**config.mk**
```make
export PLATFORM = sky130hd
export DESIGN_NAME = lcm_pair_counter
export DESIGN_NICKNAME = d
export VERILOG_FILES = /design/src/sv/lcmpc_pkg.sv /design/src/sv/lcmpc_divider.sv /design/src/sv/lcmpc_datapath.sv /design/src/sv/lcmpc_ctrl.sv /design/src/sv/lcm_pair_counter.sv
export SDC_FILE = /design/constraint.sdc
export NUM_CORES = 1
export LEC_CHECK = 0
export CAP_MARGIN = 5
export CELL_PAD_IN_SITES_DETAIL_PLACEMENT = 0
export CELL_PAD_IN_SITES_GLOBAL_PLACEMENT = 1
export CORE_ASPECT_RATIO = 1.2
export CORE_MARGIN = 2
export CORE_UTILIZATION = 33
export DETAILED_ROUTE_END_ITERATION = 8
export DONT_BUFFER_PORTS = 1
export GPL_TIMING_DRIVEN = 0
export PLACE_DENSITY_LB_ADDON = 0.1
export REMOVE_ABC_BUFFERS = 1
export SLEW_MARGIN = 0
export SYNTH_ARGS = -nofsm -noshare
export SYNTH_HDL_FRONTEND = slang
export SYNTH_SLANG_ARGS = --single-unit
```
**constraint.sdc**
```tcl
create_clock -name clk_i -period 6.7 [get_ports clk_i]
set_input_delay 0.67 -clock clk_i [delete_from_list [all_inputs] [get_ports clk_i]]
set_output_delay 0.67 -clock clk_i [all_outputs]
set_load 0.01 [all_outputs]
```
**src/sv/lcmpc_pkg.sv**
```systemverilog
// Shared types and constants for the lcm pair counter.
`timescale 1ns / 1ps
package lcmpc_pkg;

  localparam int COUNT_W = 32;
  localparam int PROD_W  = 33;

  localparam logic [PROD_W-1:0]  PRODUCT_CAP = 33'h1_FFFF_FFFF;
  localparam logic [COUNT_W-1:0] COUNT_MAX   = 32'hFFFF_FFFF;

  // Controller to datapath
  typedef struct packed {
    logic load;
    logic div_start;
    logic take_quot;
    logic next_divisor;
    logic fold_tail;
    logic capture;
  } lcmpc_cmd_t;

  // Datapath to controller
  typedef struct packed {
    logic sq_le_rem;
    logic rem_trivial;
    logic div_done;
    logic div_exact;
  } lcmpc_status_t;

endpackage

```
**src/sv/lcmpc_divider.sv**
```systemverilog
// Restoring divider, one quotient bit per cycle.
`timescale 1ns / 1ps
module lcmpc_divider #(
  parameter int VALUE_BITS = 40,
  parameter int DIV_W      = 22
) (
  input  logic                  clk_i,
  input  logic                  rst_ni,
  input  logic                  start_i,
  input  logic [VALUE_BITS-1:0] dividend_i,
  input  logic [DIV_W-1:0]      divisor_i,
  output logic                  done_o,
  output logic [VALUE_BITS-1:0] quot_o,
  output logic [DIV_W-1:0]      rem_o
);

  localparam int CNT_W = $clog2(VALUE_BITS + 1);

  logic [VALUE_BITS-1:0] quo_q;
  logic [DIV_W-1:0]      part_q, dsr_q;
  logic [CNT_W-1:0]      cnt_q;
  logic                  busy_q, done_q;

  logic [DIV_W:0] trial, diff;
  logic           ge;

  always_comb begin
    trial = {part_q, quo_q[VALUE_BITS-1]};
    diff  = trial - {1'b0, dsr_q};
    ge    = trial >= {1'b0, dsr_q};
  end

  always_ff @(posedge clk_i or negedge rst_ni) begin
    if (!rst_ni) begin
      busy_q <= 1'b0;
      done_q <= 1'b0;
      cnt_q  <= '0;
      quo_q  <= '0;
      part_q <= '0;
      dsr_q  <= '0;
    end else begin
      done_q <= 1'b0;
      if (start_i) begin
        busy_q <= 1'b1;
        cnt_q  <= CNT_W'(VALUE_BITS);
        quo_q  <= dividend_i;
        part_q <= '0;
        dsr_q  <= divisor_i;
      end else if (busy_q) begin
        // shift in one dividend bit, subtract when it fits
        part_q <= ge ? diff[DIV_W-1:0] : trial[DIV_W-1:0];
        quo_q  <= {quo_q[VALUE_BITS-2:0], ge};
        cnt_q  <= cnt_q - CNT_W'(1);
        if (cnt_q == CNT_W'(1)) begin
          busy_q <= 1'b0;
          done_q <= 1'b1;
        end
      end
    end
  end

  assign done_o = done_q;
  assign quot_o = quo_q;
  assign rem_o  = part_q;

endmodule

```
**src/sv/lcmpc_datapath.sv**
```systemverilog
// Datapath: remaining value, trial divisor and its square, exponent, running product.
`timescale 1ns / 1ps
module lcmpc_datapath #(
  parameter int VALUE_BITS = 40
) (
  input  logic                          clk_i,
  input  logic                          rst_ni,
  input  logic [VALUE_BITS-1:0]         value_i,
  input  lcmpc_pkg::lcmpc_cmd_t         cmd_i,
  output lcmpc_pkg::lcmpc_status_t      status_o,
  output logic [lcmpc_pkg::COUNT_W-1:0] count_o
);
  import lcmpc_pkg::*;

  localparam int DIV_W = (VALUE_BITS + 1) / 2 + 1;
  localparam int SQ_W  = 2 * DIV_W;
  localparam int EXP_W = $clog2(VALUE_BITS + 1);
  localparam int FAC_W = EXP_W + 1;
  localparam int MUL_W = PROD_W + FAC_W;

  logic [VALUE_BITS-1:0] rem_q;
  logic [DIV_W-1:0]      trial_q;
  logic [SQ_W-1:0]       sq_q;
  logic [EXP_W-1:0]      exp_q;
  logic [PROD_W-1:0]     prod_q;
  logic [COUNT_W-1:0]    count_q;

  logic                  div_done;
  logic [VALUE_BITS-1:0] div_quot;
  logic [DIV_W-1:0]      div_rem;

  logic [FAC_W-1:0]  factor;
  logic [MUL_W-1:0]  mul;
  logic [PROD_W-1:0] prod_fold;
  logic [PROD_W:0]   prod_inc;
  logic [PROD_W-1:0] half;
  logic [COUNT_W-1:0] count_d;

  lcmpc_divider #(
    .VALUE_BITS(VALUE_BITS),
    .DIV_W     (DIV_W)
  ) u_div (
    .clk_i     (clk_i),
    .rst_ni    (rst_ni),
    .start_i   (cmd_i.div_start),
    .dividend_i(rem_q),
    .divisor_i (trial_q),
    .done_o    (div_done),
    .quot_o    (div_quot),
    .rem_o     (div_rem)
  );

  always_comb begin
    // a lone leftover prime contributes 2*1+1
    factor    = cmd_i.fold_tail ? FAC_W'(3) : {exp_q, 1'b1};
    mul       = MUL_W'(prod_q) * MUL_W'(factor);
    prod_fold = (mul > MUL_W'(PRODUCT_CAP)) ? PRODUCT_CAP : mul[PROD_W-1:0];
    prod_inc  = {1'b0, prod_q} + (PROD_W + 1)'(1);
    half      = prod_inc[PROD_W:1];
    if (rem_q == '0) begin
      count_d = '0;
    end else if (half > PROD_W'(COUNT_MAX)) begin
      count_d = COUNT_MAX;
    end else begin
      count_d = half[COUNT_W-1:0];
    end
  end

  always_ff @(posedge clk_i or negedge rst_ni) begin
    if (!rst_ni) begin
      rem_q   <= '0;
      trial_q <= DIV_W'(2);
      sq_q    <= SQ_W'(4);
      exp_q   <= '0;
      prod_q  <= PROD_W'(1);
      count_q <= '0;
    end else begin
      if (cmd_i.load) begin
        rem_q   <= value_i;
        trial_q <= DIV_W'(2);
        sq_q    <= SQ_W'(4);
        exp_q   <= '0;
        prod_q  <= PROD_W'(1);
      end
      if (cmd_i.take_quot) begin
        rem_q <= div_quot;
        exp_q <= exp_q + EXP_W'(1);
      end
      if (cmd_i.next_divisor) begin
        if (exp_q != '0) begin
          prod_q <= prod_fold;
        end
        exp_q   <= '0;
        trial_q <= trial_q + DIV_W'(1);
        // (d+1)^2 = d^2 + 2d + 1
        sq_q    <= sq_q + SQ_W'({trial_q, 1'b1});
      end
      if (cmd_i.fold_tail) begin
        prod_q <= prod_fold;
      end
      if (cmd_i.capture) begin
        count_q <= count_d;
      end
    end
  end

  assign status_o.sq_le_rem   = sq_q <= SQ_W'(rem_q);
  assign status_o.rem_trivial = rem_q[VALUE_BITS-1:1] == '0;
  assign status_o.div_done    = div_done;
  assign status_o.div_exact   = div_rem == '0;
  assign count_o              = count_q;

`ifndef SYNTHESIS
  a_exp_no_wrap: assert property (@(posedge clk_i) disable iff (!rst_ni)
    cmd_i.take_quot |-> exp_q != '1)
    else $error("exponent counter wraps");

  a_rem_nonzero: assert property (@(posedge clk_i) disable iff (!rst_ni)
    (rem_q != '0 && !cmd_i.load) |=> rem_q != '0)
    else $error("remaining value dropped to zero");

  // repeated divisions by the same prime skip the square check
  a_divisor_valid: assert property (@(posedge clk_i) disable iff (!rst_ni)
    cmd_i.div_start |-> (trial_q >= DIV_W'(2) && rem_q != '0))
    else $error("division started with bad divisor");

  a_prod_capped: assert property (@(posedge clk_i) disable iff (!rst_ni)
    prod_q <= PRODUCT_CAP && prod_q != '0)
    else $error("running product out of range");
`endif

endmodule

```
**src/sv/lcmpc_ctrl.sv**
```systemverilog
// Controller: sequences trial division and result hand-off.
`timescale 1ns / 1ps
module lcmpc_ctrl (
  input  logic                     clk_i,
  input  logic                     rst_ni,
  input  logic                     in_valid_i,
  output logic                     in_ready_o,
  output logic                     out_valid_o,
  input  logic                     out_ready_i,
  input  lcmpc_pkg::lcmpc_status_t status_i,
  output lcmpc_pkg::lcmpc_cmd_t    cmd_o
);
  import lcmpc_pkg::*;

  typedef enum logic [2:0] {
    S_IDLE,
    S_CHECK,
    S_START,
    S_DIV,
    S_TAIL,
    S_DONE
  } state_e;

  state_e state_q, state_d;
  logic   out_valid_q, out_valid_d;

  always_comb begin
    state_d     = state_q;
    out_valid_d = out_valid_q;
    cmd_o       = '0;
    if (out_valid_q && out_ready_i) begin
      out_valid_d = 1'b0;
    end
    case (state_q)
      S_IDLE: begin
        if (in_valid_i) begin
          cmd_o.load = 1'b1;
          state_d    = S_CHECK;
        end
      end
      S_CHECK: begin
        if (status_i.sq_le_rem) begin
          cmd_o.div_start = 1'b1;
          state_d         = S_DIV;
        end else begin
          state_d = S_TAIL;
        end
      end
      S_START: begin
        cmd_o.div_start = 1'b1;
        state_d         = S_DIV;
      end
      S_DIV: begin
        if (status_i.div_done) begin
          if (status_i.div_exact) begin
            // divide out again with the same divisor
            cmd_o.take_quot = 1'b1;
            state_d         = S_START;
          end else begin
            cmd_o.next_divisor = 1'b1;
            state_d            = S_CHECK;
          end
        end
      end
      S_TAIL: begin
        cmd_o.fold_tail = !status_i.rem_trivial;
        state_d         = S_DONE;
      end
      S_DONE: begin
        // hold until the output register is free
        if (!out_valid_q || out_ready_i) begin
          cmd_o.capture = 1'b1;
          out_valid_d   = 1'b1;
          state_d       = S_IDLE;
        end
      end
      default: begin
        state_d = S_IDLE;
      end
    endcase
  end

  always_ff @(posedge clk_i or negedge rst_ni) begin
    if (!rst_ni) begin
      state_q     <= S_IDLE;
      out_valid_q <= 1'b0;
    end else begin
      state_q     <= state_d;
      out_valid_q <= out_valid_d;
    end
  end

  assign in_ready_o  = state_q == S_IDLE;
  assign out_valid_o = out_valid_q;

endmodule

```
**src/sv/lcm_pair_counter.sv**
```systemverilog
// Top level: counts unordered pairs of positive integers with a given lcm.
//
// Input stream (s_axis_*): one beat carries target_value in the low VALUE_BITS
// bits of tdata; upper pad bits are ignored. Output stream (m_axis_*): one
// beat per input beat, pair_count in tdata[31:0]. Zero input yields 0.
// The value is factored by trial division d = 2, 3, ... while d*d does not
// exceed the remaining value; each test is one pass of a bit-serial divider
// sequenced by the controller. Inputs below 4 skip the divider.
// One item is in work at a time; s_axis_tready_o is high only while the
// block waits for a beat.
// The result sits in an output register, so a new item is taken and worked
// while the last result waits; a stalled receiver only blocks hand-off of
// the next finished result. Reset empties the output register and returns
// the block to waiting for input.
`timescale 1ns / 1ps
module lcm_pair_counter #(
  parameter int VALUE_BITS = 40
) (
  input  logic                                clk_i,
  input  logic                                rst_ni,
  input  logic                                s_axis_tvalid_i,
  output logic                                s_axis_tready_o,
  input  logic [((VALUE_BITS+7)/8)*8-1:0]     s_axis_tdata_i,  // target_value
  output logic                                m_axis_tvalid_o,
  input  logic                                m_axis_tready_i,
  output logic [lcmpc_pkg::COUNT_W-1:0]       m_axis_tdata_o   // pair_count
);
  import lcmpc_pkg::*;

  lcmpc_cmd_t    cmd;
  lcmpc_status_t status;

  lcmpc_ctrl u_ctrl (
    .clk_i      (clk_i),
    .rst_ni     (rst_ni),
    .in_valid_i (s_axis_tvalid_i),
    .in_ready_o (s_axis_tready_o),
    .out_valid_o(m_axis_tvalid_o),
    .out_ready_i(m_axis_tready_i),
    .status_i   (status),
    .cmd_o      (cmd)
  );

  lcmpc_datapath #(
    .VALUE_BITS(VALUE_BITS)
  ) u_dp (
    .clk_i   (clk_i),
    .rst_ni  (rst_ni),
    .value_i (s_axis_tdata_i[VALUE_BITS-1:0]),
    .cmd_i   (cmd),
    .status_o(status),
    .count_o (m_axis_tdata_o)
  );

endmodule

```
=== Yosys cells after proc, flatten, opt, wreduce, memory -nomap -nowiden ===
Cells that the tools add are included.

* Logic and storage cells: 98
* Bits of input ports: 44
* Register bits after elaboration: 268
* Output and inout bits: 34

* Magnitude comparators: 4
* Equality and inequality tests: 9
* Reduce and logical (&&, ||, !) cells: 14
* Multipliers: 1
* Mux-type cells: 50
* $add $sub $neg: 6

{| class="wikitable"
|+ Operators by type and width
! kind !! number
|-
| 33-bit two-way mux || 5
|-
| 40-bit two-way mux || 4
|-
| 21-bit two-way mux || 5
|-
| 42-bit two-way mux || 2
|-
| 32-bit two-way mux || 2
|-
| 42-bit by 22-bit adder with 42-bit output || 1
|-
| 42-bit by 40-bit less-or-equal comparator with 1-bit output || 1
|-
| 40-bit by 33-bit greater-than comparator with 1-bit output, second input constant || 1
|-
| 40-bit zero test || 1
|-
| 33-bit by 7-bit multiplier with 40-bit output || 1
|-
| 39-bit zero test || 1
|-
| 33-bit by 1-bit adder with 34-bit output, second input constant || 1
|-
| 33-bit by 32-bit greater-than comparator with 1-bit output, second input constant || 1
|-
| 6-bit two-way mux || 5
|-
| 22-bit by 21-bit greater-or-equal comparator with 1-bit output || 1
|-
| 21-bit by 1-bit adder with 21-bit output, second input constant || 1
|-
| 21-bit zero test || 1
|-
| 21-bit subtractor || 1
|-
| 3-bit case mux with 6 select lines || 1
|-
| 1-bit two-way mux || 17
|-
| 3-bit two-way mux || 4
|-
| 7-bit two-way mux || 1
|-
| 6-bit by 1-bit adder with 6-bit output, second input constant || 1
|-
| 3-bit by 2-bit equality test with 1-bit output, second input constant || 2
|-
| 16 further kinds || 23
|}

=== Depth between registers and ports, before layout ===
Gate-level depths: netlist of the first run.

* Word-level depth: 10
* Depth in mapped cells: 27

=== By module ===
From an unflattened synthesis of the first run, not the netlist that was laid out.

* Cells, all modules: 2627
* Area total of the unflattened synthesis: 23382.4 µm²

{| class="wikitable"
|+ Modules (own cells, without submodules)
! module !! area each (µm²) !! instances !! cells an instance
|-
| lcmpc_datapath || 17839.6 || 1 || 2017
|-
| lcmpc_divider || 5246.3 || 1 || 574
|-
| lcmpc_ctrl || 296.5 || 1 || 36
|}

=== Worst setup path after synthesis of the first run ===
No wires, ideal clock.

* Path type: reg-to-reg
* From: register u_ctrl.state_q[1]
* To: register u_dp.prod_q[4]
* Required time: 6.577 ns
* Buffers on the path: 4
* Cell stages (with the launch flop): 23
* Data arrival time: 6.388 ns
* Slack: 0.189 ns
* Cell sequence: dfrtp_1 > clkbuf_1 > or4b_2 > clkbuf_1 > clkbuf_1 > and3_1 > fa_1 > inv_1 > fa_1 > inv_1 > fa_1 > fa_1 > ha_1 > a211o_1 > nand2b_4 > o2111a_2 > a21bo_2 > o2111a_1 > o21ai_0 > nand3_1 > nor4_4 > buf_6 > a21oi_1

* Longest elaborated chain between the ends: 9
* Elaborated cells on any way between the ends: 14

{| class="wikitable"
|+ Ends and longest elaborated chain
! what !! RTL line !! RTL
|-
| start: declaration || lcmpc_ctrl.sv:24 || <nowiki>state_e state_q, state_d;</nowiki>
|-
| start signal: assignment || lcmpc_ctrl.sv:88 || <nowiki>state_q <= state_d;</nowiki>
|-
| 3-bit equality test || lcmpc_ctrl.sv:34 || <nowiki>case (state_q)</nowiki>
|-
| 1-bit two-way mux || lcmpc_ctrl.sv:34 ||
|-
| 7-bit two-way mux || lcmpc_datapath.sv:55 || <nowiki>factor = cmd_i.fold_tail ? FAC_W'(3) : {exp_q, 1'b1};</nowiki>
|-
| 33-bit by 7-bit multiplier with 40-bit output || lcmpc_datapath.sv:56 || <nowiki>mul = MUL_W'(prod_q) * MUL_W'(factor);</nowiki>
|-
| 40-bit by 33-bit greater-than comparator with 1-bit output || lcmpc_datapath.sv:57 || <nowiki>prod_fold = (mul > MUL_W'(PRODUCT_CAP)) ? PRODUCT_CAP : mul[PROD_W-1:0];</nowiki>
|-
| 33-bit two-way mux || lcmpc_datapath.sv:57 ||
|-
| 33-bit two-way mux || lcmpc_datapath.sv:90 || <nowiki>if (exp_q != '0) begin</nowiki>
|-
| 33-bit two-way mux || lcmpc_datapath.sv:89 || <nowiki>if (cmd_i.next_divisor) begin</nowiki>
|-
| 33-bit two-way mux * || lcmpc_datapath.sv:98 || <nowiki>if (cmd_i.fold_tail) begin</nowiki>
|-
| end signal: assignment || lcmpc_datapath.sv:91 || <nowiki>prod_q <= prod_fold;</nowiki>
|-
| end signal: assignment || lcmpc_datapath.sv:99 || <nowiki>prod_q <= prod_fold;</nowiki>
|-
| end: declaration || lcmpc_datapath.sv:25 || <nowiki>logic [PROD_W-1:0] prod_q;</nowiki>
|}

Mark *: on every way between the ends. The rest lies on a longest branch, timed or not.
A chain may end at the register's enable or synchronous reset.

=== Final worst setup path of the first run ===
* From: register u_dp.rem_q[25]
* To: register u_dp.prod_q[7]

* Longest elaborated chain between the ends: 10

{| class="wikitable"
|+ Ends and longest elaborated chain
! what !! RTL line !! RTL
|-
| start: declaration || lcmpc_datapath.sv:21 || <nowiki>logic [VALUE_BITS-1:0] rem_q;</nowiki>
|-
| start signal: assignment || lcmpc_datapath.sv:79 || <nowiki>rem_q <= value_i;</nowiki>
|-
| start signal: assignment || lcmpc_datapath.sv:86 || <nowiki>rem_q <= div_quot;</nowiki>
|-
| 39-bit zero test * || lcmpc_datapath.sv:108 || <nowiki>assign status_o.rem_trivial = rem_q[VALUE_BITS-1:1] == '0;</nowiki>
|-
| 1-bit zero test * || lcmpc_ctrl.sv:66 || <nowiki>cmd_o.fold_tail = !status_i.rem_trivial;</nowiki>
|-
| 1-bit two-way mux * || lcmpc_ctrl.sv:34 ||
|-
| 7-bit two-way mux || lcmpc_datapath.sv:55 ||
|-
| 33-bit by 7-bit multiplier with 40-bit output || lcmpc_datapath.sv:56 ||
|-
| 40-bit by 33-bit greater-than comparator with 1-bit output || lcmpc_datapath.sv:57 ||
|-
| 33-bit two-way mux || lcmpc_datapath.sv:57 ||
|-
| 33-bit two-way mux || lcmpc_datapath.sv:90 ||
|-
| 33-bit two-way mux || lcmpc_datapath.sv:89 ||
|-
| 33-bit two-way mux * || lcmpc_datapath.sv:98 ||
|}

Marks and branches as above.

==> results_dict.tcl, run 1 <==
set metrics [dict create \
    syn2layout_area_growth_pct 15.8 \
    stdcell_count 3445 \
    avgSynthCellArea_um2 8.94 \
    drc 0 \
    n_fill_cell 6892 \
    regArea_um2 6730 \
    antenna_left 0 \
    diodes 0 \
    grt_max_degree 269 \
    grt_pass1_wl_mm 115 \
    vias 18588 \
    netlist_instances 2553 \
    hp-class "in2async" \
    cts.clk_slew.worst_paths_ps 60 \
    final_layout_size_suffix_gt1_frac 0.119 \
    grt_overflow_total 0 \
    ios 78 \
    period_minus_slack_ps 6860 \
    setup_viol 32 \
    period_share 1.02 \
    coreArea_um2 68400 \
    cts_tree "yes" \
    fin_skew_ps 29.4 \
    wire_per_inst_um 20.9 \
    ff2ff_setup_slack_ps -160 \
    port_buffers 0 \
    initial_utilization 0.334 \
    dieHeight_um 292 \
    violations "hold timing, setup timing" \
    routed_wirelength_mm 71.9 \
    via_per_inst 5.40 \
    max_cap_viol_count 0 \
    synth_edf_count 0 \
    synthSimpleGateAreaFrac 0.183 \
    clock_sinks 268 \
    worstSkewPairLatency_ps 570 \
    synth_xor_area_frac 0.0341 \
    ys_warn_count 0 \
    cts_buffers 37 \
    muxShareOfSynthArea 0.0433 \
    cts-htree-levels 2 \
    grt_setup_unrepaired "yes" \
    ir_drop_mv 0.241 \
    first_global_vias 19936 \
    synth_top_family_by_area "adder cells" \
    die_area_um2 71300 \
    multi_input_area_um2 15400 \
    cp_data_arrival_time_ps 7300 \
    cp_max_fo 11 \
    crit_slowest_cell "fa_1" \
    drt_pass1_iterations 5 \
    grt_util_all_layers 0.204 \
    clk_path_buf_depth 3 \
    synthArstFlopShare 1.00 \
    critical_path_buf_inv_count 7 \
    leakagePower_uw 0.0132 \
    timing.fmax_mhz 146 \
    power_density_nw_per_um2 496 \
    slew_viol_final 0 \
    crit_path_start_kind "flip-flop" \
    antenna_found_initial 0 \
    dp_cells 3327 \
    ys_ff_latch 268 \
    yosys-top-cells-area "dfrtp_1, fa_1, ha_1, a21oi_1, and3_1" \
    crit_type "reg2reg" \
    setup_tns_ps -4020 \
    slowest_delay_ps 590 \
    ctsRootBufferMaster "clkbuf_16" \
    globalplace.congestion 0.819 \
    drt_iter0_markers 860 \
    required_ps 7140 \
    nets 2855 \
    tightest_slew_ps 1190 \
    die_x_um 244 \
    slew_headroom 0.205 \
    cpMostUsedCell "fa_1" \
    hpwl_mm 49.1 \
    finalHoldViolations 265 \
    cp_top_family "adder cells" \
    ys.flop_type "dfrtp_1" \
    synth_compound_area_frac 0.163 \
    yosysSeqAreaShare 0.294 \
    status "finished, violations left" \
    crit_path_end_kind "flip-flop" \
    holdWs_ps -188 \
    synthAdderAreaFrac 0.217 \
    rows 105 \
    syn_area_um2 22800 \
    worst_slack_ps -163 \
    synth.distinct_cells 79 \
    netlist.area_leader.share 0.290 \
    synth_area_leader_cell "dfrtp_1" \
]
## cell families (layout without fill, tap and decap cells)
family	after synthesis	count (layout)
XOR/XNOR	89	89
adder cells (fa/ha/maj)	302	302
multiplexers	96	96
flip-flops	268	268
AND/OR/NAND/NOR	820	823
buffers and inverters	389	369
AO/OA/AOI/OAI	589	589
## power by group
group / switching, uW / internal (uW)
Sequential: 1210 / 2360
Clock: 822 / 1380
Combinational: 4080 / 3240
Total: 6120 / 6990
## path summary, 6_finish.rpt
kind,depth (start not counted),startpoint,endpoint
max,27,u_dp.rem_q[25],u_dp.prod_q[7]
min,0,rst_ni,u_ctrl.out_valid_o
max reg2reg,27,u_dp.rem_q[25],u_dp.prod_q[7]
min reg2reg,1,u_dp.sq_q[37],u_dp.sq_q[37]
max in group asynchronous,0,rst_ni,u_dp.trial_q[1]
min in group clk_i,2,s_axis_tdata_i[28],u_dp.rem_q[28]
## sequential cells by signal (all words and copies together), names as in the netlist
register	cells
u_ctrl.out_valid_o	1
u_ctrl.state_q	3
u_dp.count_o	32
u_dp.exp_q	6
u_dp.prod_q	33
u_dp.rem_q	40
u_dp.sq_q	42
u_dp.trial_q	21
u_dp.u_div.busy_q	1
u_dp.u_div.cnt_q	6
u_dp.u_div.done_o	1
u_dp.u_div.dsr_q	21
u_dp.u_div.quot_o	40
u_dp.u_div.rem_o	21
## cell usage after synthesis, drive strengths merged (11+ instances only)
master	number
dfrtp	265
inv	237
nand2	234
a21oi	219
and3	165
fa	156
ha	146
clkbuf	129
nor2	118
o21ai	106
a21o	76
mux2i	73
nor3	72
nand3	66
xnor2	62
a22oi	40
nand4	39
a211oi	32
nand2b	27
xor2	27
buf	23
mux2	23
nor2b	23
nor4	21
o31ai	17
a31oi	15
and2	14
o21a	14
o211ai	13
or2	11
## timing repair
action / CTS / global route
gates cloned: 7 / 1
endpoints found under the hold margin: 265 / 265
setup buffers: 27 / 15
pin swaps: 26 / 31
gates resized for setup: 95 / 78
endpoints found under the setup margin: 33 / 33
## worst reg2reg max path: stages (launching register included)
cell       delay (ps)
dfrtp_1           440
nor4_1            390
nand4_1           240
nor3_4            250
or4b_4            220
buf_16            130
and2_4            200
buf_4             150
buf_16            150
nor2_1             70
fa_1              520
fa_1              450
fa_1              590
fa_1              430
ha_1              390
nand2_1           120
o2bb2ai_2         210
a21oi_4            60
o41ai_4           190
buf_4             190
a31oi_4           140
o31ai_4           260
nand4_1           190
nor4_4            300
buf_4             180
buf_8             110
buf_12            130
a21oi_1            80
## layer usage
layer | part of all wire | global-route usage | vias to the layer above
met5 | 0 | 0 | -
met2 | 0.53 | 0.381 | 237
li1 | - | - | 8829
met1 | 0.42 | 0.245 | 9429
met4 | 0.026 | 0.0541 | 0
met3 | 0.025 | 0.0232 | 93
## cells in the final DEF (no fill, tap or decap), types with 29 or more instances in the layout
cell type / n
a211oi_1: 29
a21o_1: 76
a21oi_1: 194
a22oi_1: 40
and3_1: 162
buf_4: 32
clkbuf_16: 37
dfrtp_1: 253
fa_1: 154
ha_1: 122
inv_1: 236
mux2i_1: 73
nand2_1: 230
nand3_1: 63
nand4_1: 39
nor2_1: 110
nor3_1: 68
o21ai_0: 91
xnor2_1: 61
## area by class of cell
type,count,share of cell area
multi-input combinational,1899,0.582
sequential,268,0.255
tap,909,0.0430
clock buffer,48,0.0385
timing repair buffer,66,0.0366
inverter,237,0.0336
clock inverter,18,0.0120
## per-stage QoR
| step | setup slack [ps] | util | area, um2 | power (uW) |
|---|---|---|---|---|
| 2_1_floorplan | -1460 | - | 22200 | 8040 |
| 3_3_place_gp | -5240 | 0.341 | 23300 | 9940 |
| 3_5_place_dp | -2620 | 0.348 | 23800 | 10100 |
| 4_1_cts | -215 | 0.378 | 25900 | 12800 |
| 5_1_grt | -402 | 0.386 | 26400 | 14300 |
| 6_report | -163 | 0.386 | 26400 | 13100 |
No activity file was read; power rests on OpenSTA's default activity.
==> run 2: changes to the inputs <==
- CORE_MARGIN: 2 -> 1.5
==> run 2 against run 1 <==
The flow still finishes with violations (hold timing, setup timing). Worst setup slack lost 18 ps. Global-route usage grew 0.36 points. Core utilization is essentially flat. Wire length grew 1.1%. Combinational power shrank 1%. Flip-flop and latch count is the same. Total power shrank 0.31%. Critical path type unchanged. Largest cell class unchanged. Largest power group unchanged. Highest routed layer unchanged.
==> results_dict.tcl, run 2 (same netlist as run 1, synthesis figures left out) <==
set metrics [dict create \
    slowest_delay_ps 580 \
    status "finished, violations left" \
    globalplace.congestion 0.821 \
    die_area_um2 70800 \
    reg2regPathDepth 23 \
    crit_path_end_kind "flip-flop" \
    die_x_um 243 \
    swShare 0.465 \
    n_fill_cell 6957 \
    r2r_start "u_ctrl.state_q[2]" \
    cts.clk_slew.worst_paths_ps 60 \
    crit_type "reg2reg" \
    ctsRootBufferMaster "clkbuf_16" \
    top_usage_layer "met2" \
    antenna_left 0 \
    grt_util_all_layers 0.208 \
    grt_overflow_total 0 \
    cp_max_fo 36 \
    power_density_nw_per_um2 494 \
    tightest_slew_ps 1220 \
    rows 105 \
    cts-htree-levels 2 \
    nets 2859 \
    ir_drop_mv 0.230 \
    drt_pass1_iterations 5 \
    final_common_cell "dfrtp_1" \
    leakagePower_uw 0.0132 \
    via_per_inst 5.40 \
    finalHoldViolations 265 \
    clock_sinks 268 \
    grtUsageMet1 0.246 \
    grt_pass1_wl_mm 116 \
    hp-class "in2async" \
    dieHeight_um 291 \
    cp_data_arrival_time_ps 7320 \
    port_buffers 0 \
    final_cell_mix "dfrtp_1, inv_1, nand2_1" \
    internal-power_uw 6990 \
    setup_viol 33 \
    max_cap_viol_count 0 \
    grt_max_degree 269 \
    antenna_found_initial 0 \
    routed_wirelength_mm 72.6 \
    comb_power_share 0.553 \
    worstSkewPairLatency_ps 580 \
    clk_path_buf_depth 3 \
    period_share 1.03 \
    pwr-share-seq 0.275 \
    initial_utilization 0.334 \
    setup_tns_ps -4610 \
    drt_iter0_markers 953 \
    ios 78 \
    worstReg2RegEnd "u_dp.prod_q[14]" \
    power_frac_clock 0.172 \
    crit_slowest_cell "dfrtp_4" \
    cts_buffers 37 \
    grt_use_met3 0.0253 \
    cp-endpoint "u_dp.prod_q[14]" \
    cts_tree "yes" \
    required_ps 7130 \
    grt_setup_unrepaired "yes" \
    dp_slack_ps -2520 \
    ff2ff_setup_slack_ps -180 \
    coreArea_um2 68400 \
    vias 18628 \
    worstPathCellList "buf_12, or4b_4, buf_12, bufbuf_16, and3_1, fa_1, inv_1, fa_1, inv_1, fa_1, fa_1, ha_4, a211o_1, nand2b_4, o2111a_2, a21bo_4, o2111a_2, o21ai_2, nand3_2, nor4_4, buf_4, clkbuf_16, a21oi_1" \
    switchingPower_uw 6070 \
    hpwl_mm 49.2 \
    violations "hold timing, setup timing" \
    crit_path_start_kind "flip-flop" \
    worst_slack_ps -181 \
    slew_viol_final 0 \
    first_global_vias 19979 \
    cpMostUsedCell "fa_1" \
    final_layout_size_suffix_gt1_frac 0.116 \
    drc 0 \
    holdWs_ps -194 \
    fin_skew_ps 28.1 \
    wire_per_inst_um 21.0 \
    slew_headroom 0.190 \
    syn2layout_area_growth_pct 15.7 \
    critPathLaunch "u_ctrl.state_q[2]" \
    period_minus_slack_ps 6880 \
    grt_use_met2 0.392 \
    regMostFlops "u_dp.sq_q" \
    timing.fmax_mhz 145 \
    largest_register_ffs 42 \
]
run 2: cell count changes in the layout (fill, tap and decap cells not counted), moves of 3 or more:
cell        previous run  this run
a21oi_1              194       203
clkinv_2               7         2
clkinvlp_4             0         5
buf_4                 32        35
a21oi_2               17        11
a21oi_4                8         5
run 2: metrics by stage:
stage	cells	hold WS [ps]	total power, uW	cell area (um2)	util
after global placement	3310	394	9940	23300	0.341
after floorplan	2401	374	8040	22200	-
after global routing	3450	-225	14300	26400	0.386
after detailed placement	3327	395	10100	23800	0.347
after CTS	3433	-224	12900	26000	0.379
final	3452	-194	13100	26400	0.386
run 2: repair_timing:
item | in CTS | in global routing
hold endpoints to repair | 265 | 265
setup endpoints to repair | 33 | 33
cloned | 8 | 2
pin swaps | 28 | 51
setup buffers | 31 | 13
resized for setup | 92 | 56
run 2: worst max-delay path: cells and delay by family (launching register included):
| kind | cells | cell delay, ps |
|---|---|---|
| adder cells (fa/ha/maj) | 5 | 2270 |
| AO/OA/AOI/OAI | 6 | 1350 |
| buffers and inverters | 7 | 1190 |
| AND/OR/NAND/NOR | 5 | 1350 |
| flip-flops | 1 | 580 |
run 2: per-layer routing:
metal / vias to the layer above / wire length, um
met2: 262 / 39000
met5: - / 0
met3: 100 / 1990
li1: 8831 / -
met4: 0 / 1660
met1: 9435 / 30000
run 2: area by class of cell:
| type | instances | area [um2] | area share |
|---|---|---|---|
| multi-input cells | 1901 | 15300 | 0.579 |
| diodes | 2 | 5.00 | 0.000189 |
| repair buffers | 68 | 998 | 0.0378 |
| inverters | 237 | 890 | 0.0337 |
| flip-flops and latches | 268 | 6730 | 0.255 |
| well taps | 909 | 1140 | 0.0430 |
| clock buffers | 48 | 1040 | 0.0393 |
| clock inverters | 19 | 338 | 0.0128 |
run 2: how the worst min path moves through the flow:
stage / start / end / slack (ps) / depth (start not counted)
finish: rst_ni / u_dp.rem_q[22] / -190 / 0
CTS: rst_ni / u_dp.sq_q[16] / -220 / 0
global route: rst_ni / u_dp.u_div.quot_o[27] / -230 / 0
global placement: rst_ni / u_dp.count_o[30] / 390 / 0
floorplan: rst_ni / u_ctrl.out_valid_o / 370 / 0
detailed placement: rst_ni / u_dp.count_o[30] / 390 / 0
run 2: power groups by stage:
stage | sequential [uW] | combinational [uW] | clock, uW
after floorplan | 3090 | 4950 | 0
after global placement | 3670 | 6270 | 0
after detailed placement | 3640 | 6460 | 0
after CTS | 3630 | 6950 | 2320
after global routing | 3720 | 8170 | 2390
final | 3590 | 7220 | 2250
==> run 3: changes to the inputs <==
- BUFFER_PORTS_ARGS: unset -> -buffer_cell sky130_fd_sc_hd__buf_2
- DONT_BUFFER_PORTS: 1 -> unset
- clock period: 6.7 -> 7.8 ns (I/O delays scaled with it)
==> run 3 against run 2 <==
The run now ends clean. Wire length fell by 4.1%. Cell count increased by 0.90%. Critical path depth unchanged. Critical endpoint is now u_dp.prod_q[28]. Count of clock-buffer cells in the layout is 2 higher. Register-to-register slack gained 580 ps. Critical path type unchanged. Sequential power is 16% lower. Clock power decreased by 22%. Via count barely moved.
==> results_dict.tcl, run 3 (same netlist as run 1, synthesis figures left out) <==
set metrics [dict create \
    regArea_um2 6720 \
    worstSkewPairLatency_ps 560 \
    n_fill_cell 6985 \
    dr_wl_met3_mm 1.51 \
    crit_path_end_kind "flip-flop" \
    vias 18641 \
    drt-met1-wl_mm 29.2 \
    cts.clk_slew.worst_paths_ps 60 \
    leakagePower_uw 0.0132 \
    final_layout_size_suffix_gt1_frac 0.0963 \
    via_per_inst 5.35 \
    grt_pass1_wl_mm 112 \
    nets 2892 \
    fin_skew_ps 15.3 \
    timing.fmax_mhz 135 \
    slew_headroom 0.131 \
    coreArea_um2 68400 \
    die_area_um2 70800 \
    cts-htree-levels 2 \
    cts_buffers 37 \
    finalHoldViolations 0 \
    ctsRootBufferMaster "clkbuf_16" \
    antenna_found_initial 2 \
    grt_overflow_total 0 \
    initial_utilization 0.334 \
    grt_max_degree 95 \
    clock_sinks 268 \
    dieHeight_um 291 \
    syn2layout_area_growth_pct 12.6 \
    first_global_vias 19828 \
    period_minus_slack_ps 7400 \
    period_share 0.949 \
    tightest_slew_ps 1300 \
    grt_util_all_layers 0.199 \
    hpwl_mm 49.2 \
    die_x_um 243 \
    dr_wl_met2_mm 37.3 \
    hp-class "in2async" \
    diodes 0 \
    required_ps 8230 \
    final_cell_mix "dfrtp_1, inv_1, nand2_1" \
    cp_data_arrival_time_ps 7830 \
    status "finished clean" \
    routed_wirelength_mm 69.7 \
    power_density_nw_per_um2 409 \
    wire_per_inst_um 20.0 \
    drt_iter0_markers 821 \
    cp_max_fo 47 \
    power_uw 10500 \
    port_buffers 77 \
    antenna_left 0 \
    slew_viol_final 0 \
    drt_pass1_iterations 5 \
    drc 0 \
    max_cap_viol_count 0 \
    globalplace.congestion 0.807 \
    highest_layer "met4" \
    cts_tree "yes" \
    crit_type "reg2reg" \
    rows 105 \
    multi_input_area_um2 14800 \
    final_common_cell "dfrtp_1" \
    setup_viol 0 \
    crit_path_start_kind "flip-flop" \
    ios 78 \
    setup_tns_ps 0 \
    grt_setup_unrepaired "no" \
    ir_drop_mv 0.180 \
    regMostFlops "u_dp.sq_q" \
    largest_register_ffs 42 \
    clk_path_buf_depth 3 \
]
-- run 3: changes by cell type in the layout (fill, tap and decap cells not counted), moves of 7 or more --
| cell | change |
|---|---|
| o21ai_0 | +13 |
| ha_4 | -15 |
| o21ai_2 | -8 |
| buf_2 | +76 |
| a21oi_2 | -7 |
| dfrtp_2 | -7 |
| buf_4 | -32 |
| dfrtp_1 | +8 |
| ha_2 | -9 |
| a21oi_1 | +12 |
| ha_1 | +24 |
-- run 3: per-stage QoR --
step | instance area [um2] | hold slack (ps) | util | setup WS (ps) | std cells
3_3_place_gp | 23700 | 455 | 0.347 | -4120 | 3387
4_1_cts | 25600 | 313 | 0.375 | 21.1 | 3480
6_report | 25700 | 295 | 0.376 | 397 | 3483
3_5_place_dp | 24300 | 460 | 0.355 | -1390 | 3408
5_1_grt | 25700 | 346 | 0.376 | 33.7 | 3483
2_1_floorplan | 22200 | 463 | - | -364 | 2401
-- run 3: layout make-up --
cell class | instances | area share
Clock inverter | 17 | 0.00778
Multi-Input combinational cell | 1898 | 0.574
Timing Repair Buffer | 104 | 0.0384
Inverter | 237 | 0.0346
Tap cell | 909 | 0.0442
Clock buffer | 50 | 0.0395
Sequential cell | 268 | 0.261
-- run 3: metal layers --
metal	global-route usage	up-vias
met5	0	-
met4	0.0526	0
met3	0.0192	99
met2	0.380	252
met1	0.236	9408
li1	-	8882
-- run 3: final timing paths --
| check | slack, ps | start | cells past startpoint | to |
|---|---|---|---|---|
| worst max-delay path | 400 | u_dp.rem_q[30] | 23 | u_dp.prod_q[28] |
| worst min-delay path | 290 | rst_ni | 1 | u_dp.count_o[23] |
| worst max register to register | 400 | u_dp.rem_q[30] | 23 | u_dp.prod_q[28] |
| worst min register to register | 470 | u_dp.count_o[1] | 1 | u_dp.count_o[1] |
| max in group asynchronous | 6500 | rst_ni | 2 | u_dp.trial_q[1] |
| min in group clk_i | 460 | s_axis_tdata_i[11] | 3 | u_dp.rem_q[11] |
-- run 3: where the power goes --
part / leakage, uW / total (uW) / internal, uW / switching, uW
Sequential: 0.00339 / 3010 / 2020 / 993
Combinational: 0.00923 / 5750 / 2450 / 3300
Clock: 0.000593 / 1750 / 1050 / 704
Total: 0.0132 / 10500 / 5520 / 4990
-- run 3: worst max-delay path, stage by stage (launching register included) --
cell and delay [ps]:
dfrtp_1 460, nor4_4 370, nand4_1 310, nor3_4 290, or4b_4 190, buf_4 250
bufbuf_16 390, and3_1 210, fa_1 440, fa_1 490, fa_1 580, fa_1 430
ha_1 350, o21ai_0 420, a21oi_1 160, o2111a_2 240, a21bo_2 260, o2111a_1 290
o21ai_0 160, nand3_1 160, nor4_4 360, buf_8 190, buf_8 160, a21oi_1 70
-- run 3: what timing repair did --
| item | in CTS | in global routing |
|---|---|---|
| buffers inserted | 2 | 1 |
| hold buffers | 0 | 0 |
| setup endpoints to repair | 33 | 33 |
| cloned | 3 | 0 |
| pin swaps | 4 | 4 |
| resized for setup | 12 | 5 |
